### src/rtl/core/cdq_pkg.sv
`timescale 1ns / 1ps
// ----------------------------------------------------------------------------
// cdq_pkg
// Shared types and codes for the circular deque.
// ----------------------------------------------------------------------------
package cdq_pkg;

	localparam int ACTION_W = 2;
	localparam int STATUS_W = 2;
	localparam int WORD_W   = 32;

	// Actions
	localparam logic [ACTION_W-1:0] ACT_PUSH_FRONT = 2'd0;
	localparam logic [ACTION_W-1:0] ACT_PUSH_REAR  = 2'd1;
	localparam logic [ACTION_W-1:0] ACT_POP_FRONT  = 2'd2;
	localparam logic [ACTION_W-1:0] ACT_POP_REAR   = 2'd3;

	// Result status
	localparam logic [STATUS_W-1:0] ST_DONE  = 2'd0;
	localparam logic [STATUS_W-1:0] ST_FULL  = 2'd1;
	localparam logic [STATUS_W-1:0] ST_EMPTY = 2'd2;

	// Value reported for front and rear while empty
	localparam logic [WORD_W-1:0] EMPTY_WORD = 32'hFFFF_FFFF;

	// Result tdata layout
	localparam int FRONT_LSB  = 0;
	localparam int REAR_LSB   = 32;
	localparam int EMPTY_BIT  = 64;
	localparam int FULL_BIT   = 65;
	localparam int OUT_DATA_W = 72;
	localparam int OUT_PAD_W  = OUT_DATA_W - FULL_BIT - 1;

	typedef struct packed {
		logic exec;     // apply the accepted item
		logic rd_load;  // take registered read data into front/rear
		logic out_load; // load the result register
	} cdq_cmd_t;

	typedef struct packed {
		logic need_read; // current input item is a pop that needs a store read
	} cdq_sts_t;

endpackage

### src/rtl/core/cdq_ctrl.sv
`timescale 1ns / 1ps
// ----------------------------------------------------------------------------
// cdq_ctrl
// Sequencer: accept, optional store read, result load; owns result valid.
// ----------------------------------------------------------------------------
module cdq_ctrl (
	input  logic              clk,
	input  logic              arst_n,
	input  logic              s_tvalid,
	output logic              s_tready,
	output logic              m_tvalid,
	input  logic              m_tready,
	input  cdq_pkg::cdq_sts_t sts,
	output cdq_pkg::cdq_cmd_t cmd
);

	localparam logic [1:0] S_IDLE = 2'd0;
	localparam logic [1:0] S_RD   = 2'd1;
	localparam logic [1:0] S_OUT  = 2'd2;

	logic [1:0] state_q;
	logic [1:0] state_d;
	logic       out_valid_q;
	logic       out_free;

	assign out_free = !out_valid_q || m_tready;
	assign s_tready = (state_q == S_IDLE);
	assign m_tvalid = out_valid_q;

	always_comb begin
		state_d      = state_q;
		cmd.exec     = 1'b0;
		cmd.rd_load  = 1'b0;
		cmd.out_load = 1'b0;
		case (state_q)
			S_IDLE: begin
				if (s_tvalid) begin
					cmd.exec = 1'b1;
					state_d  = sts.need_read ? S_RD : S_OUT;
				end
			end
			S_RD: begin
				cmd.rd_load = 1'b1;
				state_d     = S_OUT;
			end
			S_OUT: begin
				if (out_free) begin
					cmd.out_load = 1'b1;
					state_d      = S_IDLE;
				end
			end
			default: begin
				state_d = S_IDLE;
			end
		endcase
	end

	always_ff @(posedge clk or negedge arst_n) begin
		if (!arst_n) begin
			state_q     <= S_IDLE;
			out_valid_q <= 1'b0;
		end else begin
			state_q <= state_d;
			if (cmd.out_load)
				out_valid_q <= 1'b1;
			else if (m_tready)
				out_valid_q <= 1'b0;
		end
	end

endmodule

### config.mk
export PLATFORM = sky130hd
export DESIGN_NAME = cdq_ctrl
export DESIGN_NICKNAME = d
export VERILOG_FILES = /design/src/rtl/core/cdq_pkg.sv /design/src/rtl/core/cdq_ctrl.sv
export SDC_FILE = /design/constraint.sdc
export NUM_CORES = 1
export LEC_CHECK = 0
export BUFFER_PORTS_ARGS = -buffer_cell sky130_fd_sc_hd__buf_2
export CAP_MARGIN = 15
export CORE_AREA = 2 2 39 41
export CTS_BUF_LIST = sky130_fd_sc_hd__clkbuf_8 sky130_fd_sc_hd__clkbuf_16
export DETAILED_ROUTE_END_ITERATION = 10
export DIE_AREA = 0 0 41 43
export PLACE_DENSITY_LB_ADDON = 0.1
export SYNTH_ARGS = -nofsm -noshare
export SYNTH_HDL_FRONTEND = slang
export SYNTH_SLANG_ARGS = --single-unit
### constraint.sdc
create_clock -name clk -period 2.3 [get_ports clk]
set_input_delay 0.46 -clock clk [delete_from_list [all_inputs] [get_ports clk]]
set_output_delay 0.46 -clock clk [all_outputs]
set_load 0.01 [all_outputs]
### After elaboration in Yosys (flattened, before gate mapping)

Cells that the tools add are included.

| cells by class | value |
|---|---|
| add/sub/neg operators | 0 |
| multipliers | 0 |
| div/mod/pow operators | 0 |
| $lt $le $gt $ge | 0 |
| equal/unequal tests | 4 |
| shift-type cells | 0 |
| mux-type cells | 11 |
| bitwise operators | 0 |
| reduce and logical (&&, ||, !) cells | 5 |

Operators with widths:

| cell | count |
|---|---|
| 1-bit two-way mux | 7 |
| 2-bit two-way mux | 3 |
| 2-bit one-hot mux with 3 select lines | 1 |
| 2-bit != test, second input constant | 2 |
| 2-bit by 1-bit == test with 1-bit output, second input constant | 1 |
| 2-bit == test, second input constant | 1 |
| 2-bit zero test | 1 |
| 2-bit AND reduction | 1 |
| 2-bit nonzero test | 1 |
| 1-bit zero test | 1 |
| 1-bit logical OR | 1 |

| word-level totals | value |
|---|---|
| bits in registers | 3 |
| latch bits | 0 |
| memory bits (writable) | 0 |
| ROM bits | 0 |
| input port bits | 5 |
| output and inout port bits | 5 |
| logic and storage cells | 22 |
| memories | 0 |

### Logic depth before layout (Yosys ltp)

| depth | value |
|---|---|
| depth after elaboration | 5 |
| depth in mapped cells | 2 |
| mapped depth without buffers | 2 |

### Worst setup path before layout

No wires, ideal clock.

| timing path | value |
|---|---|
| path kind | register -> output |
| start point | register state_q[1] |
| end point | output port cmd[2] in the netlist's numbering |
| data arrival time | 880 ps |
| required time | 1840 ps |
| setup slack | 960 ps |
| stages on the path, launching flop included | 3 |
| buffers on the path | 0 |
| path through | dfrtp_1 nor2_1 and2_1 |

RTL lines:

| what | RTL line | source |
|---|---|---|
| from (decl) | cdq_ctrl.sv:21 | `logic [1:0] state_q;` |
| from (signal assigned) | cdq_ctrl.sv:63 | `state_q <= state_d;` |
| to (decl) | cdq_ctrl.sv:14 | `output cdq_pkg::cdq_cmd_t cmd` |

==> qor.csv <==
metric,value,unit
max_clock_freq,634,MHz
fin_nets,34,
p_leak,0.141,nW
drv_slew,0,
antenna_found_initial,0,
post-cts-setup-buffers,0,
hp-class,in2async,
drive_gt1_share,46.4,%
yosysWarnings,0,
numCtsBuffers,3,
vias,146,
syn_area,149,sq um
synth_area_leaders,"dfrtp_1 50%, a22oi_2 8.4%, nand2b_1 8.4%, or3b_1 5.9%, inv_1 5.0%",
r2r_end,state_q[1]$_DFFE_PN0P_,
finalCriticalPeriod,1580,ps
routed_via_density,3.32,
synth_edf_count,0,
area_growth,73.9,%
cp-end-kind,output port,
p_seq_share,27.4,%
n_antenna_cell,0,
setup.worst_path.class,reg2out,
grt_pass1_wl,531,um
async_flop_share,100,%
finClkSkew,3.86,ps
ctsHoldBuffers,0,
cts_max_level,1,
final_area,259,sq um
io_pins,10,
cap_violations,0,
reg2reg_from,state_q[0]$_DFFE_PN0P_,
cts_buffer_depth,2,
synth_fp_nets,20,
gp_congestion,0.667,
syn_inst,15,
clkTransAtPathRegs,30,ps
synth_seq_cells,3,
hold_violations,0,
synth_top_area_share,50.4,%
combPwrFrac,31.1,%
p_int,0.240,mW
dieArea,0.00176,sq mm
cts.sinks,3,
setup_tns,0,ps
timing.reg2reg.setup_slack,1300,ps
grt_pass1_vias,142,
routedWlPerCell,8.45,um
cts_tree,yes,
critPathLaunchType,register,
ys_types,11,
power.density,1360,mW/mm^2
status,"complete, no violations",
ant_nets,0,
ctsResizeCount,0,
ir_drop,0.504,mV
port_buffers,9,
p_switching,0.113,mW
pwr-share-clk,41.5,%
period_share,68.6,%
synthTopCellsByCount,"3 x dfrtp_1, 2 x inv_1, 2 x nand2b_1",
die_x,41,um
wirelength,372,um
drt_iter0_markers,3,
dr.pass1.iters,2,
crit_required,1840,ps
critPathArrivalTime,1120,ps
post-route-drc-count,0,
overflow,0,
grt_start_max_net_pins,5,
yosysSeqAreaShare,50.4,%
ctsRootBufferMaster,clkbuf_8,
relSlewSlack,84.4,%
worst_pin_slew,234,ps
initial_core_util,10.8,%
synth_area_per_cell,9.93,sq um
synthFlopType,dfrtp_1,
row_count,14,
grt_usage,5.52,%
synth_top_cell_by_area,dfrtp_1,
setup_viol,0,
clock_latency,220,ps
reg2reg_depth,2,
sw_frac_of_total,32.0,%
placed_cell_area,214,sq um
synth.most_common_cell,dfrtp_1,
core_area,0.00138,sq mm
rsz0062_at_grt,false,
worstPathMaxFanout,4,
die_h,43,um
[through the flow]
step                cells  hold WS, ps  utilization [%]  worst slack (ps)  total power [mW]
finish                 44         33.5             18.7               723             0.353
global route           44         31.7             18.7               657             0.383
CTS                    44         29.9             18.7               709             0.361
detailed placement     40          259             15.5               951             0.206
global placement       40          260             15.5               978             0.208
floorplan              15          164                -               960             0.159
[worst max path at each step]
stage,start,to,slack (ps),cells past startpoint
3_3_place_gp,state_q[0]$_DFFE_PN0P_,cmd[2],980,3
6_report,state_q[1]$_DFFE_PN0P_,cmd[2],720,3
2_1_floorplan,state_q[1]$_DFFE_PN0P_,cmd[2],960,2
5_1_grt,state_q[1]$_DFFE_PN0P_,cmd[2],660,3
3_5_place_dp,state_q[1]$_DFFE_PN0P_,cmd[2],950,3
4_1_cts,state_q[1]$_DFFE_PN0P_,cmd[2],710,3
[critical path: stages, from the launching register on]
cell and delay [ps]:
dfrtp_1 410, nor2_1 220, and2_1 160, buf_2 120
[metal layers]
metal	part of all wire, %	vias to the layer above	wire (um)	global-route usage [%]
li1	-	74	-	-
met2	40	10	148	5.31
met4	0	0	0	6.00
met5	0	-	0	0
met3	13	0	49	6.28
met1	47	62	174	5.45
[area by class of cell]
type,instances,area [sq um]
multi-input cells,10,66.3
fillers,157,1120
well taps,16,20.0
repair buffers,9,45.0
flip-flops and latches,3,75.1
clock inverters,1,3.75
inverters,2,7.51
clock buffers,3,41.3
[cell usage in the layout (no fill, tap or decap)]
master    count
clkbuf_8      3
or3b_1        1
a22oi_2       1
and2_1        1
o21ai_0       1
a21oi_1       1
nor2_1        1
buf_2         9
nor2b_1       1
dfrtp_1       3
inv_1         3
and3_1        1
nand2b_1      2
[state kept, by name, indices dropped and copies added (netlist names)]
signal,cells
state_q,2
m_tvalid,1
[power by group through the flow]
stage,clock network (mW),registers [mW],logic [mW]
after floorplan,0,0.0959,0.0633
after global placement,0,0.0939,0.114
after detailed placement,0,0.0957,0.110
after CTS,0.152,0.0967,0.112
after global routing,0.159,0.0993,0.125
final,0.147,0.0967,0.110
[cell families after synthesis]
group / synth area share [%]
buffers and inverters: 5.04
and+or+nand+nor: 29.4
AOI/OAI and AO/OA: 15.1
DFF: 50.4
Power figures use the tool's default switching activity.
